<file path="src/rtl/chtk_pkg.sv">
// Shared widths, codes and parameter defaults for the chained hash table.
`timescale 1ns / 1ps

package chtk_pkg;

	localparam int BUCKETS_DEF      = 10;
	localparam int BUCKET_DEPTH_DEF = 4;
	localparam int KEY_BITS_DEF     = 16;

	localparam int MODE_W   = 2;
	localparam int KEY_W    = 16;
	localparam int PAY_W    = 7;
	localparam int STATUS_W = 2;
	localparam int IDX_W    = 4;

	localparam int S_DATA_W = 24;
	localparam int M_DATA_W = 16;

	localparam logic [MODE_W-1:0] MODE_INSERT = 2'd0;
	localparam logic [MODE_W-1:0] MODE_SEARCH = 2'd1;
	localparam logic [MODE_W-1:0] MODE_DELETE = 2'd2;

	localparam logic [STATUS_W-1:0] STATUS_OK   = 2'd0;
	localparam logic [STATUS_W-1:0] STATUS_MISS = 2'd1;
	localparam logic [STATUS_W-1:0] STATUS_FULL = 2'd2;

endpackage

</file>
<file path="src/rtl/chtk_key_mod.sv">
// Key modulo bucket count by reciprocal multiplication, two pipeline stages.
`timescale 1ns / 1ps

module chtk_key_mod #(
	parameter int KB      = 16,
	parameter int BUCKETS = 10
) (
	input  logic          clk,
	input  logic          arst_n,
	input  logic          start,
	input  logic [KB-1:0] key,
	output logic          done,
	output logic [((BUCKETS > 1) ? $clog2(BUCKETS) : 1)-1:0] rem
);

	localparam int RW = (BUCKETS > 1) ? $clog2(BUCKETS) : 1;
	localparam int SH = KB + $clog2(BUCKETS);
	localparam int MW = KB + 1;
	localparam int PW = KB + MW;
	localparam int XW = KB + RW + 1;
	localparam logic [63:0] RECIP = ((64'd1 << SH) + 64'(BUCKETS) - 64'd1) / 64'(BUCKETS);
	localparam logic [MW-1:0] RECIP_M = RECIP[MW-1:0];
	localparam logic [RW:0] TB = (RW + 1)'(BUCKETS);

	logic          v_s1;
	logic          v_s2;
	logic [KB-1:0] key_s1;
	logic [KB-1:0] key_s2;
	logic [KB-1:0] quo_s2;
	logic [PW-1:0] prod;
	logic [XW-1:0] back;

	// quotient = floor(key * ceil(2^SH / BUCKETS) / 2^SH), exact for KB-bit keys
	assign prod = PW'(key_s1) * PW'(RECIP_M);
	assign back = XW'(key_s2) - XW'(quo_s2) * XW'(TB);
	assign done = v_s2;
	assign rem  = back[RW-1:0];

	always_ff @(posedge clk or negedge arst_n) begin
		if (!arst_n) begin
			v_s1 <= 1'b0;
			v_s2 <= 1'b0;
		end else begin
			v_s1 <= start;
			v_s2 <= v_s1;
		end
	end

	always_ff @(posedge clk) begin
		if (start) begin
			key_s1 <= key;
		end
		if (v_s1) begin
			key_s2 <= key_s1;
			quo_s2 <= KB'(prod >> SH);
		end
	end

`ifndef ASSERT_OFF
	a_rem_range: assert property (@(posedge clk) disable iff (!arst_n)
		done |-> (32'(rem) < BUCKETS))
		else $error("bucket remainder out of range");
	a_no_restart: assert property (@(posedge clk) disable iff (!arst_n)
		(v_s1 || v_s2) |-> !start)
		else $error("modulo restarted while busy");
	a_done_once: assert property (@(posedge clk) disable iff (!arst_n)
		done |=> !done)
		else $error("modulo done held for two cycles");
`endif

endmodule

</file>
<file path="src/rtl/chained_hash_table_by_key.sv">
// Top level: bucketed key table with insert, search and delete by key.
//
//  channel  dir  fields
//  s_axis   in   tdata: key[15:0], payload[22:16]; tuser: mode[1:0]
//  m_axis   out  tdata: bucket_index[3:0], found_payload[10:4]; tuser: status[1:0]
//
// An item passes from accept to result through the modulo unit (reciprocal
// multiply, then remainder), a read of the bucket row and fill count, and an update.
// After reset a clearing pass zeroes the fill count of every bucket, s_axis held off.
// A result waits in the output register; the update stalls only while it is still
// held and m_axis_tready is low. A new beat is taken while a result is waiting.
`timescale 1ns / 1ps

module chained_hash_table_by_key
	import chtk_pkg::*;
#(
	parameter int BUCKETS      = BUCKETS_DEF,
	parameter int BUCKET_DEPTH = BUCKET_DEPTH_DEF,
	parameter int KEY_BITS     = KEY_BITS_DEF
) (
	input  logic                clk,
	input  logic                arst_n,
	input  logic                s_axis_tvalid,
	output logic                s_axis_tready,
	input  logic [S_DATA_W-1:0] s_axis_tdata,  // key, payload
	input  logic [MODE_W-1:0]   s_axis_tuser,  // mode
	output logic                m_axis_tvalid,
	input  logic                m_axis_tready,
	output logic [M_DATA_W-1:0] m_axis_tdata,  // bucket_index, found_payload
	output logic [STATUS_W-1:0] m_axis_tuser   // status
);

	localparam int KB     = (KEY_BITS < KEY_W) ? KEY_BITS : KEY_W;
	localparam int BW     = (BUCKETS > 1) ? $clog2(BUCKETS) : 1;
	localparam int FW     = $clog2(BUCKET_DEPTH + 1);
	localparam int SW     = (BUCKET_DEPTH > 1) ? $clog2(BUCKET_DEPTH) : 1;
	localparam int SLOT_W = KB + PAY_W;

	localparam logic [1:0] S_CLEAR = 2'd0;
	localparam logic [1:0] S_IDLE  = 2'd1;
	localparam logic [1:0] S_HASH  = 2'd2;
	localparam logic [1:0] S_EXEC  = 2'd3;

	logic [1:0] state_q;
	logic [BW-1:0] clr_q;
	logic [BW-1:0] bucket_q;
	logic [MODE_W-1:0] mode_q;
	logic [KB-1:0] key_q;
	logic [PAY_W-1:0] pay_q;

	logic [BUCKET_DEPTH-1:0][SLOT_W-1:0] row_mem [BUCKETS];
	logic [FW-1:0] fill_mem [BUCKETS];
	logic [BUCKET_DEPTH-1:0][SLOT_W-1:0] row_rd_q;
	logic [FW-1:0] fill_rd_q;

	logic m_valid_q;
	logic [STATUS_W-1:0] m_status_q;
	logic [IDX_W-1:0] m_idx_q;
	logic [PAY_W-1:0] m_pay_q;

	logic accept;
	logic mod_done;
	logic [BW-1:0] mod_rem;
	logic rd_en;
	logic exec_go;

	logic [BUCKET_DEPTH-1:0][SLOT_W-1:0] row_wr;
	logic row_we;
	logic fill_we;
	logic [BW-1:0] fill_wa;
	logic [FW-1:0] fill_wd;
	logic [STATUS_W-1:0] status_nx;
	logic [PAY_W-1:0] found_nx;

	assign s_axis_tready = (state_q == S_IDLE);
	assign accept        = s_axis_tvalid && s_axis_tready;
	assign rd_en         = (state_q == S_HASH) && mod_done;
	assign exec_go       = (state_q == S_EXEC) && (!m_valid_q || m_axis_tready);

	chtk_key_mod #(
		.KB      (KB),
		.BUCKETS (BUCKETS)
	) u_mod (
		.clk    (clk),
		.arst_n (arst_n),
		.start  (accept),
		.key    (s_axis_tdata[KB-1:0]),
		.done   (mod_done),
		.rem    (mod_rem)
	);

	always_comb begin
		logic [BUCKET_DEPTH-1:0] hit;
		logic                    found;
		logic [SW-1:0]           hs;
		logic                    full;
		hs = '0;
		found = 1'b0;
		for (int s = 0; s < BUCKET_DEPTH; s++) begin
			hit[s] = (FW'(s) < fill_rd_q) && (row_rd_q[s][KB-1:0] == key_q);
		end
		for (int s = BUCKET_DEPTH - 1; s >= 0; s--) begin
			if (hit[s]) begin
				hs = SW'(s);
				found = 1'b1;
			end
		end
		full = (fill_rd_q >= FW'(BUCKET_DEPTH));

		row_wr    = row_rd_q;
		row_we    = 1'b0;
		status_nx = STATUS_MISS;
		found_nx  = '0;
		fill_wd   = fill_rd_q;
		case (mode_q)
			MODE_INSERT: begin
				if (full) begin
					status_nx = STATUS_FULL;
				end else begin
					status_nx = STATUS_OK;
					row_we    = 1'b1;
					fill_wd   = fill_rd_q + 1'b1;
					for (int s = 0; s < BUCKET_DEPTH; s++) begin
						if (FW'(s) == fill_rd_q) begin
							row_wr[s] = {pay_q, key_q};
						end
					end
				end
			end
			MODE_SEARCH: begin
				if (found) begin
					status_nx = STATUS_OK;
					found_nx  = row_rd_q[hs][SLOT_W-1:KB];
				end
			end
			MODE_DELETE: begin
				if (found) begin
					status_nx = STATUS_OK;
					row_we    = 1'b1;
					fill_wd   = fill_rd_q - 1'b1;
					for (int s = 0; s < BUCKET_DEPTH - 1; s++) begin
						if (SW'(s) >= hs) begin
							row_wr[s] = row_rd_q[s + 1];
						end
					end
				end
			end
			default: begin
				status_nx = STATUS_MISS;
			end
		endcase

		if (state_q == S_CLEAR) begin
			fill_we = 1'b1;
			fill_wa = clr_q;
			fill_wd = '0;
		end else begin
			fill_we = exec_go && row_we;
			fill_wa = bucket_q;
		end
	end

	always_ff @(posedge clk) begin
		if (exec_go && row_we) begin
			row_mem[bucket_q] <= row_wr;
		end
		if (rd_en) begin
			row_rd_q <= row_mem[mod_rem];
		end
	end

	always_ff @(posedge clk) begin
		if (fill_we) begin
			fill_mem[fill_wa] <= fill_wd;
		end
		if (rd_en) begin
			fill_rd_q <= fill_mem[mod_rem];
		end
	end

	always_ff @(posedge clk or negedge arst_n) begin
		if (!arst_n) begin
			state_q   <= S_CLEAR;
			clr_q     <= '0;
			m_valid_q <= 1'b0;
		end else begin
			if (exec_go) begin
				m_valid_q <= 1'b1;
			end else if (m_axis_tready) begin
				m_valid_q <= 1'b0;
			end
			case (state_q)
				S_CLEAR: begin
					clr_q <= clr_q + 1'b1;
					if (clr_q == BW'(BUCKETS - 1)) begin
						state_q <= S_IDLE;
					end
				end
				S_IDLE: begin
					if (accept) begin
						state_q <= S_HASH;
					end
				end
				S_HASH: begin
					if (mod_done) begin
						state_q <= S_EXEC;
					end
				end
				S_EXEC: begin
					if (exec_go) begin
						state_q <= S_IDLE;
					end
				end
				default: begin
					state_q <= S_IDLE;
				end
			endcase
		end
	end

	always_ff @(posedge clk) begin
		if (accept) begin
			mode_q <= s_axis_tuser;
			key_q  <= s_axis_tdata[KB-1:0];
			pay_q  <= s_axis_tdata[KEY_W +: PAY_W];
		end
		if (rd_en) begin
			bucket_q <= mod_rem;
		end
		if (exec_go) begin
			m_status_q <= status_nx;
			m_idx_q    <= IDX_W'(bucket_q);
			m_pay_q    <= found_nx;
		end
	end

	assign m_axis_tvalid = m_valid_q;
	assign m_axis_tuser  = m_status_q;
	assign m_axis_tdata  = M_DATA_W'({m_pay_q, m_idx_q});

`ifndef ASSERT_OFF
	a_fill_bound: assert property (@(posedge clk) disable iff (!arst_n)
		fill_we |-> (fill_wd <= FW'(BUCKET_DEPTH)))
		else $error("bucket fill written past depth");
	a_done_in_hash: assert property (@(posedge clk) disable iff (!arst_n)
		mod_done |-> (state_q == S_HASH))
		else $error("key modulo finished outside hash state");
	a_full_status: assert property (@(posedge clk) disable iff (!arst_n)
		exec_go && (status_nx == STATUS_FULL) |-> (fill_rd_q == FW'(BUCKET_DEPTH)))
		else $error("full status on a bucket with room");
	a_result_loaded: assert property (@(posedge clk) disable iff (!arst_n)
		exec_go |=> m_valid_q && (state_q == S_IDLE))
		else $error("update did not load the result register");
`endif

endmodule

</file>
<file path="config.mk">
export PLATFORM = sky130hd
export DESIGN_NAME = chained_hash_table_by_key
export DESIGN_NICKNAME = d
export VERILOG_FILES = /design/src/rtl/chtk_pkg.sv /design/src/rtl/chtk_key_mod.sv /design/src/rtl/chained_hash_table_by_key.sv
export SDC_FILE = /design/constraint.sdc
export NUM_CORES = 1
export LEC_CHECK = 0
export BUFFER_PORTS_ARGS = -buffer_cell sky130_fd_sc_hd__buf_2
export CAP_MARGIN = 10
export CORE_MARGIN = 4
export CORE_UTILIZATION = 40
export CTS_CLUSTER_DIAMETER = 40
export DETAILED_ROUTE_END_ITERATION = 7
export MAX_ROUTING_LAYER = met4
export SLEW_MARGIN = 20
export SYNTH_ARGS = -nofsm -noshare
export SYNTH_HDL_FRONTEND = slang
export SYNTH_SLANG_ARGS = --single-unit
</file>
<file path="constraint.sdc">
create_clock -name clk -period 11.5 [get_ports clk]
set_input_delay 2.3 -clock clk [delete_from_list [all_inputs] [get_ports clk]]
set_output_delay 2.3 -clock clk [all_outputs]
set_load 0.1 [all_outputs]
</file>
==> impl_metrics.csv, run 1 <==
group,metric,value,unit
status,run_status,"finished, final reports clean",
sta,hold_viol_final,0,
sta,finalSetupViolCount,0,
clock_network,numClockSinks,1103,
clock_network,clkTransAtPathRegs,0.06,ns
synth,synth_area_leaders,"edfxtp_1, mux4_2, mux2i_1, fa_1, ha_1",
setup_path,cp_common_cell,"buf_4",
placement,place_ws,5.52,ns
finish,fin_nets,2904,
setup_path,worst-path-max-fanout,46,
setup_path,r2r-start,"key_q[7]$_DFFE_PP_",
routing,drt_first_iter_violations,2454,
power,swShare,35.0,%
sta,finalCriticalPeriod,5.71,ns
job,drv_cap,0,
clock_network,clk_latency,0.75,ns
sta,skew,0.0351,ns
setup_path,reg2reg_depth,10,
power,clock_power_share,28.1,%
clock_network,htree_levels,4,
synth,async_flop_share,0.816,%
sta,worst_slew_pin_slew,1.10,ns
routing,vias,24552,
synth,yosys.area.top_type_share,69.0,%
power,pwr-share-seq,34.1,%
worst_hold_path,worst_hold_path_type,"flip-flop to flip-flop",
setup_path,slowest_delay,0.85,ns
routing,routed_via_density,5.64,
worst_hold_path,min_from,"bucket_q[3]$_DFFE_PP_",
routing,wl_per_cell,26.1,um
placement,port_buffers,43,
floorplan,start_util,40.3,%
worst_hold_path,hold_depth,0,
routing,wl,114000,um
synth,synthFlopType,"edfxtp_1",
power,power_density,277,nW/um2
setup_path,cp.required,11.87,ns
routing,dr.pass1.iters,7,
power,ir_drop,0.000481,V
floorplan,die_h,353,um
finish,n_antenna_cell,0,
placement,gp_congestion,0.814,
sta,finalCritPeriodShare,49.7,%
floorplan,io_pins,50,
setup_path,cp_cell_sequence,"buf_4 -> xor2_1 -> nor4_1 -> nand2_1 -> or4_4 -> a41oi_4 -> o2111ai_2 -> nor2_4 -> buf_4 -> buf_4",
power,p_switching,5.26,mW
synth,syn_area,47600,um2
synth,synth_top_area_cell,"edfxtp_1",
sta,worst_slack,5.79,ns
synth,yosysWarnings,0,
floorplan,rows,126,
global_routing,antenna_found_initial,0,
setup_path,endpoint_kind,"flip-flop",
setup_path,path_buf_inv,3,
clock_network,clockBufferDepth,3,
clock_network,postCtsHoldBufs,0,
routing,route.detailed.drc,0,
setup_path,crit-reg2reg-capture,"row_mem[2][11]$_DFFE_PP_",
synth,synth-seq-cells,1103,
synth,synthCells,2616,
synth,ys_seq_area_share,69.5,%
synth,syn_avg_cell_area,18.2,um2
clock_network,post_cts_buffers,0,
clock_network,cts_tree,"yes",
clock_network,cts_resized,0,
finish,drive_above_1_share,20.4,%
global_routing,grt_pass1_vias,25492,
floorplan,die_area,125000,um2
global_routing,grt-ovfl-total,0,
sta,setup_tns,0,ns
routing,drt.antenna.violating_nets,0,
placement,dp_hpwl,61300,um
setup_path,path_delay_family,"simple AND/OR/NAND/NOR gates",
synth,synth-edff-count,1094,
sta,max_slew_margin,26.0,%
global_routing,grt_pass1_wl,169000,um
setup_path,reg2reg_slack,5.79,ns
floorplan,die_w,353,um
setup_path,critPathLaunchType,"flip-flop",
sta,slew_violations,0,
floorplan,coreArea,118000,um2
clock_network,root_buffer,"clkbuf_16",
power,p_leak,18.4,nW
setup_path,critPathKind,"flip-flop to flip-flop",
synth,yosys.cell_types.count,60,
setup_path,slowest_stage,"nor4_1",
sta,fmax,175,MHz
power,power.internal,9.75,mW
finish,area_delta_synth_final,13.9,%
sta,rsz0062_at_grt,"no",
global_routing,grt_use_total,18.7,%
worst_hold_path,hold_path_end,"m_idx_q[3]$_DFFE_PP_",
clock_network,numCtsBuffers,137,
power,combPwrFrac,37.8,%
global_routing,grt_max_degree,135,
setup_path,cp.arrival,6.09,ns
cells in the final DEF, fill, tap and decap left out, drive strengths merged, types with 10 or more instances in the layout:
cell type  count
xnor2         60
a21oi        103
clkbuf       158
clkinv        54
nor2          24
mux4         190
nor2b         96
xor2          27
a22oi         47
a211oi        99
fa            64
o21ai         59
edfxtp      1094
inv          164
mux2i        158
mux2          44
o22ai         12
clkinvlp      13
nand2         18
nand4         14
buf          102
a222oi        23
ha           102
nor3          10
power by group through the flow:
| stage | registers, mW | clock network, mW | logic [mW] |
|---|---|---|---|
| 2_1_floorplan | 5.25 | 0 | 4.07 |
| 4_1_cts | 5.12 | 4.30 | 5.75 |
| 3_3_place_gp | 5.20 | 0 | 5.62 |
| 6_report | 5.12 | 4.21 | 5.67 |
| 5_1_grt | 5.13 | 4.48 | 6.35 |
| 3_5_place_dp | 5.20 | 0 | 5.69 |
worst reg2reg max path, cell delays in order, from the launching register on:
cell,delay (ns)
edfxtp_1,0.37
buf_4,0.24
xor2_1,0.21
nor4_1,0.85
nand2_1,0.18
or4_4,0.61
a41oi_4,0.39
o2111ai_2,0.37
nor2_4,0.52
buf_4,0.70
buf_4,0.89
worst max-delay path by stage:
| stage | startpoint | endpoint | slack, ns | cells after the start |
|---|---|---|---|---|
| 2_1_floorplan | m_axis_tready | row_mem[4][0]$_DFFE_PP_ | 1.33 | 4 |
| 3_3_place_gp | m_axis_tready | row_mem[3][57]$_DFFE_PP_ | 5.57 | 8 |
| 3_5_place_dp | m_axis_tready | row_mem[3][34]$_DFFE_PP_ | 5.52 | 8 |
| 4_1_cts | key_q[7]$_DFFE_PP_ | row_mem[3][89]$_DFFE_PP_ | 5.67 | 10 |
| 5_1_grt | key_q[7]$_DFFE_PP_ | row_mem[3][64]$_DFFE_PP_ | 5.56 | 10 |
| 6_report | key_q[7]$_DFFE_PP_ | row_mem[2][11]$_DFFE_PP_ | 5.79 | 10 |
sequential cells by signal, summed over array words and instances (netlist names), 2 cells and up:
| name | count |
|---|---|
| row_mem | 920 |
| row_rd_q | 92 |
| fill_mem | 30 |
| key_q | 16 |
| m_pay_q | 7 |
| pay_q | 7 |
| bucket_q | 4 |
| clr_q | 4 |
| m_idx_q | 4 |
| u_mod.key_s2 | 4 |
| fill_rd_q | 3 |
| u_mod.quo_s2 | 3 |
| m_axis_tuser | 2 |
| mode_q | 2 |
| state_q | 2 |
cells by family after synthesis:
| group | Yosys count | synth area share [%] |
|---|---|---|
| xor gates and xnor gates | 87 | 1.65 |
| and+or+nand+nor | 203 | 2.45 |
| adders and majority gates | 166 | 5.37 |
| other | 1 | 0.00788 |
| buffers and inverters | 303 | 2.62 |
| DFF | 1103 | 69.5 |
| AOI/OAI and AO/OA | 361 | 5.07 |
| muxes | 392 | 13.4 |
area by class of cell:
type	count	area, um2
clock buffers	158	3600
clock inverters	90	948
fillers	9934	63800
inverters	150	563
multi-input cells	1214	13400
flip-flops and latches	1103	33100
well taps	1536	1920
repair buffers	102	696
synthesized netlist by cell type, types with 23 or more instances:
| cell type | instances |
|---|---|
| mux2i_1 | 158 |
| o21ai_0 | 38 |
| mux2_2 | 32 |
| a22oi_1 | 47 |
| a211oi_1 | 98 |
| ha_1 | 102 |
| xnor2_1 | 60 |
| a222oi_1 | 23 |
| mux4_2 | 190 |
| inv_1 | 150 |
| buf_1 | 30 |
| clkbuf_1 | 94 |
| xor2_1 | 24 |
| fa_1 | 64 |
| nor2b_1 | 96 |
| a21oi_1 | 103 |
| edfxtp_1 | 1094 |
| nor2_1 | 24 |
routing by layer:
metal	vias to the layer above	global-route usage, %	share of wire (%)
li1	10580	-	-
met1	12886	25.4	44
met2	922	29.3	48
met3	164	3.34	6.3
met4	0	4.77	2.0
met5	-	-	0
through the flow:
step                      hold slack, ns  util, %  total power [mW]  std cells  instance area [um2]
after CTS                          0.508     45.9              15.2       4353                54200
after global placement             0.477     42.1              10.8       4105                49700
after floorplan                    0.446        -              9.32       2620                47600
after detailed placement           0.495     42.1              10.9       4105                49700
after global routing               0.520     45.9              16.0       4353                54200
final                              0.513     45.9              15.0       4353                54200
(Power assumes the default switching activity.)
==> inputs of run 2 (changes only) <==
==> constraint.sdc (replaced) <==
create_clock -name clk -period 5.35 [get_ports clk]
set_input_delay 1.07 -clock clk [delete_from_list [all_inputs] [get_ports clk]]
set_output_delay 1.07 -clock clk [all_outputs]
set_load 0.1 [all_outputs]
==> impl_metrics.csv, run 2 (synthesis gave the netlist of run 1 again) <==
group,metric,value,unit
routing,drt_first_iter_violations,2433,
placement,dp_hpwl,65900,um
setup_path,worst-path-max-fanout,3,
floorplan,coreArea,118000,um2
placement,port_buffers,43,
setup_path,cp.required,5.82,ns
finish,stdcell_count,4396,
sta,max_slew_margin,24.5,%
routing,wl,115000,um
power,p_leak,18.8,nW
setup_path,critPathLaunchType,"flip-flop",
sta,worst_slack,0.225,ns
setup_path,critPathKind,"flip-flop to flip-flop",
routing,routed_via_density,5.65,
global_routing,grt_pass1_vias,25776,
power,power_density,593,nW/um2
sta,worst_slew_pin_slew,1.12,ns
finish,area_delta_synth_final,15.8,%
floorplan,die_area,125000,um2
setup_path,endpoint_kind,"flip-flop",
routing,route.detailed.drc,0,
clock_network,htree_levels,4,
sta,finalCritPeriodShare,95.8,%
power,p_total,32.7,mW
setup_path,reg2reg_slack,0.22,ns
power,swShare,34.6,%
finish,fin_nets,2951,
job,drv_cap,0,
clock_network,post_cts_buffers,0,
finish,drive_above_1_share,21.5,%
sta,slew_violations,0,
power,ir_drop,0.000923,V
clock_network,root_buffer,"clkbuf_16",
finish,reg_top3,"row_mem: 920 flops, row_rd_q: 92 flops, fill_mem: 30 flops",
global_routing,grt_max_degree,136,
placement,placed_cell_area,50400,um2
finish,multi_input_area,13400,um2
clock_network,clk_latency,0.76,ns
routing,vias,24827,
finish,top_register,"row_mem",
placement,dp_cells,4151,
finish,n_antenna_cell,0,
sta,finalSetupViolCount,0,
global_routing,grt_use_total,19.0,%
setup_path,reg2reg_depth,17,
sta,hold_viol_final,0,
power,pwr-share-seq,33.7,%
clock_network,numClockSinks,1103,
floorplan,start_util,40.3,%
finish,seqCellArea,33100,um2
setup_path,cp.arrival,5.59,ns
routing,drt.antenna.violating_nets,0,
finish,design_area,55100,um2
global_routing,antenna_found_initial,2,
finish,largest_reg_flops,920,
power,p_switching,11.3,mW
clock_network,numCtsBuffers,137,
floorplan,rows,126,
routing,wl_per_cell,26.1,um
placement,place_ws,0.295,ns
finish,layout_commonest_cell,"edfxtp_1",
floorplan,die_w,353,um
sta,fin_hold_ws,0.187,ns
sta,fmax,195,MHz
setup_path,r2r-start,"key_q[7]$_DFFE_PP_",
worst_hold_path,worst_hold_path_type,"input pin to asynchronous set/reset pin",
clock_network,clockBufferDepth,3,
clock_network,clkTransAtPathRegs,0.06,ns
sta,finalCriticalPeriod,5.13,ns
clock_network,cts_resized,0,
sta,skew,0.0416,ns
setup_path,crit-reg2reg-capture,"u_mod.quo_s2[2]$_DFFE_PP_",
status,run_status,"finished, final reports clean",
floorplan,io_pins,50,
placement,gp_congestion,0.861,
floorplan,die_h,353,um
power,combPwrFrac,37.4,%
routing,dr.pass1.iters,8,
power,power.internal,21.4,mW
power,clock_power_share,28.8,%
finish,final_cell_mix,"edfxtp_1, mux4_2, mux2i_1",
global_routing,grt_pass1_wl,171000,um
global_routing,grt-ovfl-total,0,
finish,n_fill_cell,9847,
clock_network,cts_tree,"yes",
clock_network,postCtsHoldBufs,0,
## run 2: changes by cell type in the layout (fill, tap and decap cells not counted), sizes merged
cell and delta:
clkinv -17, buf +47, inv +9, clkinvlp -4, bufinv +7, clkbuf +1
## run 2: critical path, stage by stage (launching register included)
cell      delay, ns
edfxtp_1       0.43
ha_1           0.34
inv_1          0.06
fa_1           0.56
inv_1          0.06
fa_1           0.52
fa_1           0.45
fa_1           0.49
inv_1          0.05
fa_1           0.48
inv_1          0.05
ha_1           0.28
and4_1         0.18
nand4_1        0.09
or3_1          0.41
a21oi_1        0.19
nor2_1         0.07
xnor2_1        0.12
## run 2: worst max path at each step
stage,from,to,slack [ns],depth (start not counted)
final,key_q[7]$_DFFE_PP_,u_mod.quo_s2[2]$_DFFE_PP_,0.22,17
after global placement,key_q[3]$_DFFE_PP_,u_mod.quo_s2[2]$_DFFE_PP_,0.22,17
after detailed placement,key_q[3]$_DFFE_PP_,u_mod.quo_s2[2]$_DFFE_PP_,0.30,17
after floorplan,key_q[13]$_DFFE_PP_,row_mem[7][0]$_DFFE_PP_,-1.37,8
after CTS,key_q[3]$_DFFE_PP_,u_mod.quo_s2[2]$_DFFE_PP_,0.26,17
after global routing,key_q[7]$_DFFE_PP_,u_mod.quo_s2[2]$_DFFE_PP_,-0.008,17
## run 2: layout make-up
cell class,count,share of cell area (%)
Tap cell,1536,3.49
Timing Repair Buffer,149,2.56
Clock buffer,159,6.60
Multi-Input combinational cell,1214,24.4
Inverter,150,1.02
Sequential cell,1103,60.0
Clock inverter,85,1.93
## run 2: metal layers
| metal | vias up | GRT usage, % | wire length [um] |
|---|---|---|---|
| li1 | 10698 | - | - |
| met1 | 13042 | 25.4 | 49200 |
| met2 | 910 | 30.2 | 55800 |
| met3 | 177 | 3.04 | 7350 |
| met4 | 0 | 5.86 | 2570 |
| met5 | - | - | 0 |
## run 2: per-stage QoR
stage	setup TNS, ns	utilization (%)
3_5_place_dp	0	42.7
6_report	0	46.7
2_1_floorplan	-1151.53	-
5_1_grt	-0.00788	46.7
4_1_cts	0	46.7
3_3_place_gp	0	42.7
## run 2: power groups by stage
stage	registers [mW]	logic [mW]	clock network, mW
after floorplan	11.3	8.75	0
after global placement	11.2	12.2	0
after detailed placement	11.2	12.3	0
after CTS	11.0	12.4	9.63
after global routing	11.1	13.7	10.0
final	11.0	12.3	9.43
